<file path="src/rtl/msfa_pkg.sv">
`timescale 1ns / 1ps

package msfa_pkg;

   localparam int SECTORS_PER_SEC = 75;
   localparam int SECS_PER_MIN    = 60;

   localparam logic [23:0] RECIP_75       = 24'd14316558;
   localparam int          RECIP_75_SHIFT = 30;
   localparam logic [18:0] RECIP_60       = 19'd279621;
   localparam int          RECIP_60_SHIFT = 24;

   typedef enum logic [2:0] {
      CMD_TO_TOTAL   = 3'd0,
      CMD_FROM_TOTAL = 3'd1,
      CMD_ADD        = 3'd2,
      CMD_SUB        = 3'd3,
      CMD_INC        = 3'd4,
      CMD_CMP        = 3'd5
   } cmd_type;

   typedef struct packed {
      logic        msf_op;
      logic [20:0] total_out;
      logic        less;
      logic        equal;
   } flags_type;

   typedef struct packed {
      logic [23:0] total;
      flags_type   flags;
   } mid_type;

endpackage

</file>
<file path="src/rtl/msfa_req_if.sv">
`timescale 1ns / 1ps

interface msfa_req_if;
   logic        valid;
   logic        ready;
   logic [2:0]  command;
   logic [7:0]  a_minutes;
   logic [5:0]  a_seconds;
   logic [6:0]  a_sectors;
   logic [7:0]  b_minutes;
   logic [5:0]  b_seconds;
   logic [6:0]  b_sectors;
   logic [23:0] total_in;

   modport source (
      output valid, command, a_minutes, a_seconds, a_sectors,
             b_minutes, b_seconds, b_sectors, total_in,
      input  ready
   );

   modport sink (
      input  valid, command, a_minutes, a_seconds, a_sectors,
             b_minutes, b_seconds, b_sectors, total_in,
      output ready
   );
endinterface

</file>
<file path="src/rtl/msfa_rsp_if.sv">
`timescale 1ns / 1ps

interface msfa_rsp_if;
   logic        valid;
   logic        ready;
   logic [7:0]  r_minutes;
   logic [5:0]  r_seconds;
   logic [6:0]  r_sectors;
   logic [20:0] total_out;
   logic        less;
   logic        equal;
   logic        overflow;

   modport source (
      output valid, r_minutes, r_seconds, r_sectors, total_out, less, equal, overflow,
      input  ready
   );

   modport sink (
      input  valid, r_minutes, r_seconds, r_sectors, total_out, less, equal, overflow,
      output ready
   );
endinterface

</file>
<file path="src/rtl/msf_sector_address_unit_core.sv">
`timescale 1ns / 1ps
// MSF sector address unit: arithmetic on minutes:seconds:sectors disc addresses.
// req_bus carries one request: a command, operands A and B, and a total count.
// rsp_bus returns exactly one result per request, in request order.
// Both channels use valid/ready; a transfer happens when both are high.
// Pipeline stages, in order from request to result: operand totals,
// command select, multiply by the reciprocal of 75, split into minutes and
// sectors, then seconds and the output register.
// One request per cycle while rsp_bus.ready is high; each stage has a valid bit.
// The two reciprocal multiplies (24 by 24 and 18 by 19 bits) set the stage depth.
// Stall: when rsp_bus.ready is low the result holds; upstream stages still fill
// their empty slots, and req_bus.ready falls only once every stage is full.
// Reset: synchronous, active high; clears all valid bits, so the pipeline is
// empty and req_bus.ready is high the cycle after reset drops.
// Codes 6 and 7 return a result with every field zero.
module msf_sector_address_unit_core (
   input logic        clock,
   input logic        reset,
   msfa_req_if.sink   req_bus,
   msfa_rsp_if.source rsp_bus
);
   import msfa_pkg::*;

   logic    mid_valid;
   logic    mid_ready;
   mid_type mid_data;

   msfa_front u_front (
      .clock     (clock),
      .reset     (reset),
      .req_bus   (req_bus),
      .mid_valid (mid_valid),
      .mid_ready (mid_ready),
      .mid_data  (mid_data)
   );

   msfa_divider u_divider (
      .clock     (clock),
      .reset     (reset),
      .mid_valid (mid_valid),
      .mid_ready (mid_ready),
      .mid_data  (mid_data),
      .rsp_bus   (rsp_bus)
   );

endmodule

</file>
<file path="src/rtl/msfa_front.sv">
`timescale 1ns / 1ps

module msfa_front (
   input  logic             clock,
   input  logic             reset,
   msfa_req_if.sink         req_bus,
   output logic             mid_valid,
   input  logic             mid_ready,
   output msfa_pkg::mid_type mid_data
);
   import msfa_pkg::*;

   typedef struct packed {
      logic [2:0]  command;
      logic [20:0] total_a;
      logic [20:0] total_b;
      logic [23:0] total_in;
      logic        equal;
   } s1_type;

   function automatic logic [20:0] msf_total(logic [7:0] m, logic [5:0] s, logic [6:0] f);
      logic [13:0] secs;
      secs = 14'(m) * 14'(SECS_PER_MIN) + 14'(s);
      return 21'(secs) * 21'(SECTORS_PER_SEC) + 21'(f);
   endfunction

   s1_type  s1_ff, s1_in;
   mid_type s2_ff, s2_in;
   logic    s1_valid_ff, s2_valid_ff;
   logic    s1_load, s2_load;

   assign s2_load       = !s2_valid_ff || mid_ready;
   assign s1_load       = !s1_valid_ff || s2_load;
   assign req_bus.ready = s1_load;
   assign mid_valid     = s2_valid_ff;
   assign mid_data      = s2_ff;

   always_comb begin
      s1_in.command  = req_bus.command;
      s1_in.total_a  = msf_total(req_bus.a_minutes, req_bus.a_seconds, req_bus.a_sectors);
      s1_in.total_b  = msf_total(req_bus.b_minutes, req_bus.b_seconds, req_bus.b_sectors);
      s1_in.total_in = req_bus.total_in;
      s1_in.equal    = (req_bus.a_minutes == req_bus.b_minutes) &&
                       (req_bus.a_seconds == req_bus.b_seconds) &&
                       (req_bus.a_sectors == req_bus.b_sectors);
   end

   always_comb begin
      s2_in = '0;
      case (s1_ff.command)
         CMD_TO_TOTAL: begin
            s2_in.flags.total_out = s1_ff.total_a;
         end
         CMD_FROM_TOTAL: begin
            s2_in.total        = s1_ff.total_in;
            s2_in.flags.msf_op = 1'b1;
         end
         CMD_ADD: begin
            s2_in.total        = 24'(s1_ff.total_a) + 24'(s1_ff.total_b);
            s2_in.flags.msf_op = 1'b1;
         end
         CMD_SUB: begin
            if (s1_ff.total_a >= s1_ff.total_b) begin
               s2_in.total = 24'(s1_ff.total_a - s1_ff.total_b);
            end
            s2_in.flags.msf_op = 1'b1;
         end
         CMD_INC: begin
            s2_in.total        = 24'(s1_ff.total_a) + 24'd1;
            s2_in.flags.msf_op = 1'b1;
         end
         CMD_CMP: begin
            s2_in.flags.less  = s1_ff.total_a < s1_ff.total_b;
            s2_in.flags.equal = s1_ff.equal;
         end
         default: begin
            s2_in = '0;
         end
      endcase
   end

   always_ff @(posedge clock) begin
      if (reset) begin
         s1_valid_ff <= 1'b0;
         s2_valid_ff <= 1'b0;
      end else begin
         if (s1_load) begin
            s1_valid_ff <= req_bus.valid;
         end
         if (s2_load) begin
            s2_valid_ff <= s1_valid_ff;
         end
      end
   end

   always_ff @(posedge clock) begin
      if (s1_load) begin
         s1_ff <= s1_in;
      end
      if (s2_load) begin
         s2_ff <= s2_in;
      end
   end

endmodule

</file>
<file path="src/rtl/msfa_divider.sv">
`timescale 1ns / 1ps

module msfa_divider (
   input  logic              clock,
   input  logic              reset,
   input  logic              mid_valid,
   output logic              mid_ready,
   input  msfa_pkg::mid_type mid_data,
   msfa_rsp_if.source        rsp_bus
);
   import msfa_pkg::*;

   typedef struct packed {
      logic [23:0] total;
      logic [17:0] quot;
      flags_type   flags;
   } s3_type;

   typedef struct packed {
      logic [17:0] quot;
      logic [11:0] mins;
      logic [6:0]  sectors;
      flags_type   flags;
   } s4_type;

   typedef struct packed {
      logic [7:0]  r_minutes;
      logic [5:0]  r_seconds;
      logic [6:0]  r_sectors;
      logic [20:0] total_out;
      logic        less;
      logic        equal;
      logic        overflow;
   } s5_type;

   s3_type s3_ff, s3_in;
   s4_type s4_ff, s4_in;
   s5_type s5_ff, s5_in;
   logic   s3_valid_ff, s4_valid_ff, s5_valid_ff;
   logic   s3_load, s4_load, s5_load;

   logic [47:0] prod75;
   logic [36:0] prod60;
   logic [23:0] sect_full;
   logic [17:0] sec_full;

   assign s5_load   = !s5_valid_ff || rsp_bus.ready;
   assign s4_load   = !s4_valid_ff || s5_load;
   assign s3_load   = !s3_valid_ff || s4_load;
   assign mid_ready = s3_load;

   always_comb begin
      prod75      = 48'(mid_data.total) * 48'(RECIP_75);
      s3_in.total = mid_data.total;
      s3_in.quot  = prod75[RECIP_75_SHIFT+17:RECIP_75_SHIFT];
      s3_in.flags = mid_data.flags;
   end

   always_comb begin
      prod60        = 37'(s3_ff.quot) * 37'(RECIP_60);
      sect_full     = s3_ff.total - 24'(s3_ff.quot) * 24'(SECTORS_PER_SEC);
      s4_in.quot    = s3_ff.quot;
      s4_in.mins    = prod60[RECIP_60_SHIFT+11:RECIP_60_SHIFT];
      s4_in.sectors = sect_full[6:0];
      s4_in.flags   = s3_ff.flags;
   end

   always_comb begin
      sec_full        = s4_ff.quot - 18'(s4_ff.mins) * 18'(SECS_PER_MIN);
      s5_in           = '0;
      s5_in.total_out = s4_ff.flags.total_out;
      s5_in.less      = s4_ff.flags.less;
      s5_in.equal     = s4_ff.flags.equal;
      if (s4_ff.flags.msf_op) begin
         s5_in.r_minutes = s4_ff.mins[7:0];
         s5_in.r_seconds = sec_full[5:0];
         s5_in.r_sectors = s4_ff.sectors;
         s5_in.overflow  = |s4_ff.mins[11:8];
      end
   end

   always_ff @(posedge clock) begin
      if (reset) begin
         s3_valid_ff <= 1'b0;
         s4_valid_ff <= 1'b0;
         s5_valid_ff <= 1'b0;
      end else begin
         if (s3_load) begin
            s3_valid_ff <= mid_valid;
         end
         if (s4_load) begin
            s4_valid_ff <= s3_valid_ff;
         end
         if (s5_load) begin
            s5_valid_ff <= s4_valid_ff;
         end
      end
   end

   always_ff @(posedge clock) begin
      if (s3_load) begin
         s3_ff <= s3_in;
      end
      if (s4_load) begin
         s4_ff <= s4_in;
      end
      if (s5_load) begin
         s5_ff <= s5_in;
      end
   end

   assign rsp_bus.valid     = s5_valid_ff;
   assign rsp_bus.r_minutes = s5_ff.r_minutes;
   assign rsp_bus.r_seconds = s5_ff.r_seconds;
   assign rsp_bus.r_sectors = s5_ff.r_sectors;
   assign rsp_bus.total_out = s5_ff.total_out;
   assign rsp_bus.less      = s5_ff.less;
   assign rsp_bus.equal     = s5_ff.equal;
   assign rsp_bus.overflow  = s5_ff.overflow;

endmodule

</file>
<file path="src/flat_wrapper.sv">
// flat-port wrapper written by rule: the top's interface ports become plain ports
module msf_sector_address_unit_core_flat import msfa_pkg::*;
  (clock, reset, req_bus_valid, req_bus_command, req_bus_a_minutes, req_bus_a_seconds, req_bus_a_sectors, req_bus_b_minutes, req_bus_b_seconds, req_bus_b_sectors, req_bus_total_in, req_bus_ready, rsp_bus_valid, rsp_bus_r_minutes, rsp_bus_r_seconds, rsp_bus_r_sectors, rsp_bus_total_out, rsp_bus_less, rsp_bus_equal, rsp_bus_overflow, rsp_bus_ready);
  msfa_req_if req_bus_i ();
  msfa_rsp_if rsp_bus_i ();
  input logic clock;
  input logic reset;
  input wire logic [$bits(req_bus_i.valid)-1:0] req_bus_valid;
  input wire logic [$bits(req_bus_i.command)-1:0] req_bus_command;
  input wire logic [$bits(req_bus_i.a_minutes)-1:0] req_bus_a_minutes;
  input wire logic [$bits(req_bus_i.a_seconds)-1:0] req_bus_a_seconds;
  input wire logic [$bits(req_bus_i.a_sectors)-1:0] req_bus_a_sectors;
  input wire logic [$bits(req_bus_i.b_minutes)-1:0] req_bus_b_minutes;
  input wire logic [$bits(req_bus_i.b_seconds)-1:0] req_bus_b_seconds;
  input wire logic [$bits(req_bus_i.b_sectors)-1:0] req_bus_b_sectors;
  input wire logic [$bits(req_bus_i.total_in)-1:0] req_bus_total_in;
  output wire logic [$bits(req_bus_i.ready)-1:0] req_bus_ready;
  output wire logic [$bits(rsp_bus_i.valid)-1:0] rsp_bus_valid;
  output wire logic [$bits(rsp_bus_i.r_minutes)-1:0] rsp_bus_r_minutes;
  output wire logic [$bits(rsp_bus_i.r_seconds)-1:0] rsp_bus_r_seconds;
  output wire logic [$bits(rsp_bus_i.r_sectors)-1:0] rsp_bus_r_sectors;
  output wire logic [$bits(rsp_bus_i.total_out)-1:0] rsp_bus_total_out;
  output wire logic [$bits(rsp_bus_i.less)-1:0] rsp_bus_less;
  output wire logic [$bits(rsp_bus_i.equal)-1:0] rsp_bus_equal;
  output wire logic [$bits(rsp_bus_i.overflow)-1:0] rsp_bus_overflow;
  input wire logic [$bits(rsp_bus_i.ready)-1:0] rsp_bus_ready;
  assign req_bus_i.valid = req_bus_valid;
  assign req_bus_i.command = req_bus_command;
  assign req_bus_i.a_minutes = req_bus_a_minutes;
  assign req_bus_i.a_seconds = req_bus_a_seconds;
  assign req_bus_i.a_sectors = req_bus_a_sectors;
  assign req_bus_i.b_minutes = req_bus_b_minutes;
  assign req_bus_i.b_seconds = req_bus_b_seconds;
  assign req_bus_i.b_sectors = req_bus_b_sectors;
  assign req_bus_i.total_in = req_bus_total_in;
  assign req_bus_ready = req_bus_i.ready;
  assign rsp_bus_valid = rsp_bus_i.valid;
  assign rsp_bus_r_minutes = rsp_bus_i.r_minutes;
  assign rsp_bus_r_seconds = rsp_bus_i.r_seconds;
  assign rsp_bus_r_sectors = rsp_bus_i.r_sectors;
  assign rsp_bus_total_out = rsp_bus_i.total_out;
  assign rsp_bus_less = rsp_bus_i.less;
  assign rsp_bus_equal = rsp_bus_i.equal;
  assign rsp_bus_overflow = rsp_bus_i.overflow;
  assign rsp_bus_i.ready = rsp_bus_ready;
  msf_sector_address_unit_core u_core (.clock(clock), .reset(reset), .req_bus(req_bus_i), .rsp_bus(rsp_bus_i));
endmodule
</file>
<file path="config.mk">
export PLATFORM = sky130hd
export DESIGN_NAME = msf_sector_address_unit_core_flat
export DESIGN_NICKNAME = d
export VERILOG_FILES = /design/src/rtl/msfa_pkg.sv /design/src/rtl/msfa_req_if.sv /design/src/rtl/msfa_rsp_if.sv /design/src/rtl/msf_sector_address_unit_core.sv /design/src/rtl/msfa_front.sv /design/src/rtl/msfa_divider.sv /design/src/flat_wrapper.sv
export SDC_FILE = /design/constraint.sdc
export NUM_CORES = 1
export LEC_CHECK = 0
export BUFFER_PORTS_ARGS = -buffer_cell sky130_fd_sc_hd__buf_2
export CORE_ASPECT_RATIO = 1.5
export CORE_MARGIN = 2
export CORE_UTILIZATION = 30
export CTS_CLUSTER_DIAMETER = 100
export CTS_CLUSTER_SIZE = 30
export DETAILED_ROUTE_END_ITERATION = 12
export PLACE_DENSITY = 0.57
export SLEW_MARGIN = 10
export SYNTH_ARGS = -nofsm -noshare
export SYNTH_HDL_FRONTEND = slang
export SYNTH_SLANG_ARGS = --single-unit
</file>
<file path="constraint.sdc">
create_clock -name clock -period 6.4 [get_ports clock]
set_input_delay 0 -clock clock [delete_from_list [all_inputs] [get_ports clock]]
set_output_delay 0 -clock clock [all_outputs]
set_load 0.005 [all_outputs]
</file>
==> impl_metrics.toml <==
[critical_path]
r2r_end = "u_core.u_divider.s3_ff[35]"
cp-start-kind = "flip-flop"
r2r_cells = 22
startpoint = "u_core.u_front.mid_data[36]"
r2r_start = "u_core.u_front.mid_data[36]"
worst-path-max-fanout = 5
worst_ep_arrival_time_ns = 6.67
regToRegSetupSlack_ns = 0.03
crit_path_end_kind = "flip-flop"
critPathRequiredTime_ns = 6.70
worstSetupPathType = "flip-flop to flip-flop"

[die]
rows = 141
dieArea_sq_um = 102100
initial_utilization_pct = 30.28
die-width_microns = 261.6
coreArea_sq_um = 98620
ios = 120
die_h_microns = 390.4

[synth]
ys_top_cells_by_area = "edfxtp_1 (26%), ha_1 (23%), fa_1 (22%), inv_1 (7.1%), xnor2_1 (2.7%)"
ys_warn_count = 0
mappedNetlistArea_sq_um = 29860
syn_nets = 3639
postSynthAreaPerCell_sq_um = 11.12
ys_ff_latch = 266
yosys_most_used_dff = "edfxtp_1"
yosysSeqAreaShare_pct = 26.58
synth-async-reset-ratio_pct = 0
yosysUniqueCellTypes = 80
syn_inst = 2685
synth_area_leader_cell = "edfxtp_1"
synth_edf_count = 261
synth_top_area_share_pct = 26.25

[route]
firstDrtPassIters = 5
drc = 0
routed_via_density = 4.528
ant_nets = 0
initialDrtViolationCount = 697
vias = 19736
wl_per_cell_microns = 16.63
wirelength_microns = 72480

[clock_network]
cts_max_level = 1
cts_inserted_buffers = 14
clockBufferDepth = 3
cts_root_buffer = "clkbuf_16"
clkTransAtPathRegs_ns = 0.11
cts_tree = "built"
clk_latency_ns = 0.55
cts.sinks = 266

[global_route]
gr-total-overflow = 0
grt_max_degree = 68
first_global_vias = 21140
grtUsageTotal_pct = 14.44
grt_pass1_wl_microns = 113900
antenna_found_initial = 2

[placement]
dp.cells = 4273
place_congestion = 0.9489
port_buffers = 119
dpl.hpwl_microns = 62950
place_area_sq_um = 33530

[sta]
rsz0062_at_grt = "true"
drv_slew = 0
max_clock_freq_mhz = 157.0
slew_headroom_pct = 32.98
finalCritPeriodShare_pct = 99.53
tightest_slew_ns = 1.004
hold_viol_final = 0
setup_viol = 0
fin_crit_ns = 6.370
fin_skew_ns = 0.05039

[cells_and_area]
area_growth_pct = 16.56
fin_area_sq_um = 34810
final-instance-count-excl-fill = 4359
most-common-layout-cells = "inv_1 (566), ha_1 (537), fa_1 (320)"
drive_gt1_share_pct = 14.36
nets = 4016
layout_commonest_cell = "inv_1"

[status]
status = "completed"

[worst_hold_path]
hold_start = "req_bus_b_seconds[0]"
min-delay-path-class = "primary input to flip-flop"
hold_path_depth = 3
min_to = "u_core.u_front.s1_ff[26]"

[run]
drv_cap = 0
-- flip-flops by register name, indices dropped and copies added (netlist names), 6 cells and up --
name and flops:
u_core.u_front.s1_ff 70, u_core.u_divider.s3_ff 49, u_core.u_divider.s4_ff 49, u_core.u_front.mid_data 48, u_core.u_divider.rsp_bus.total_out 21, u_core.u_divider.rsp_bus.r_minutes 8, u_core.u_divider.rsp_bus.r_sectors 7, u_core.u_divider.rsp_bus.r_seconds 6
-- cells in the mapped netlist (10+ instances only) --
library cell and count:
inv_1 568, ha_1 546, fa_1 335, edfxtp_1 261, a21oi_1 110, nor2_1 106, xnor2_1 92, o21ai_0 67
xor2_1 67, a21o_1 59, nand2_1 55, and2_1 49, nor2b_1 30, nor3_1 28, nand2b_1 22, nand3_1 21
o21a_1 21, nand4_1 20, clkbuf_1 18, and3_1 16, a211oi_1 11, a21boi_0 10, o21bai_1 10
-- through the flow --
step / TNS (ns) / util [%] / hold WS, ns / setup slack [ns]
3_5_place_dp: -1.746 / 34.00 / 0.1794 / -0.3147
4_1_cts: 0 / 34.97 / 0.04762 / 0.005767
6_report: 0 / 35.29 / 0.07454 / 0.03021
5_1_grt: -0.3241 / 35.29 / 0.04177 / -0.1244
3_3_place_gp: -1.071 / 34.00 / 0.1798 / -0.2556
2_1_floorplan: 0 / - / 0.06907 / 0.05321
-- worst max path at each step --
stage | end | cells after the start
floorplan | u_core.u_divider.s3_ff[35] | 19
global placement | u_core.u_front.s1_ff[44] | 26
detailed placement | u_core.u_front.s1_ff[44] | 26
CTS | u_core.u_divider.s3_ff[35] | 19
global route | u_core.u_divider.s3_ff[35] | 20
finish | u_core.u_divider.s3_ff[35] | 22
-- repair_timing --
action                                  CTS  global route
pin swaps                                11            54
buffers inserted                         13             9
hold buffers                             38             0
resized for setup                         5            52
endpoints found under the setup margin    6            20
hold endpoints to repair                 37             0
-- layout make-up --
cell class,instances,area [sq um]
repair buffers,379,2654
clock buffers,19,390.4
diodes,2,5.005
inverters,568,2132
multi-input cells,1833,20000
flip-flops and latches,266,7938
fillers,9876,63810
well taps,1287,1610
clock inverters,5,76.32
-- cells by family (layout without fill, tap and decap cells) --
group	Yosys count	in the layout	share of synthesized area, %
other	0	2	0
buffers and inverters	586	971	7.366
flip-flops	266	266	26.58
adder cells (fa/ha/maj)	881	881	45.34
XOR/XNOR	160	160	4.718
multiplexers	6	6	0.2053
AO/OA/AOI/OAI	393	393	8.883
AND/OR/NAND/NOR	393	393	6.905
-- routing by layer --
layer	vias up	global-route usage, %	wire [microns]
met5	-	0	0
met4	0	7.180	3847
met3	106	0.9465	1575
met2	283	28.26	39820
met1	9561	15.27	27240
li1	9786	-	-
-- critical path, stage by stage (launching register included) --
cell and delay [ns]:
edfxtp_1 0.49, buf_4 0.18, buf_4 0.13, buf_4 0.17
ha_1 0.30, inv_1 0.10, fa_1 0.49, inv_1 0.06
fa_2 0.58, fa_2 0.52, fa_1 0.48, ha_1 0.30
ha_1 0.30, ha_1 0.31, a21o_1 0.16, a21o_1 0.18
a21oi_2 0.19, o31a_1 0.26, nand2_2 0.12, a21oi_4 0.24
o21bai_4 0.10, a221o_1 0.34, xor2_1 0.14
Power is left out: the tool's default activity adds up to more than one toggle a clock period on the data nets, which glitch-free logic cannot reach.
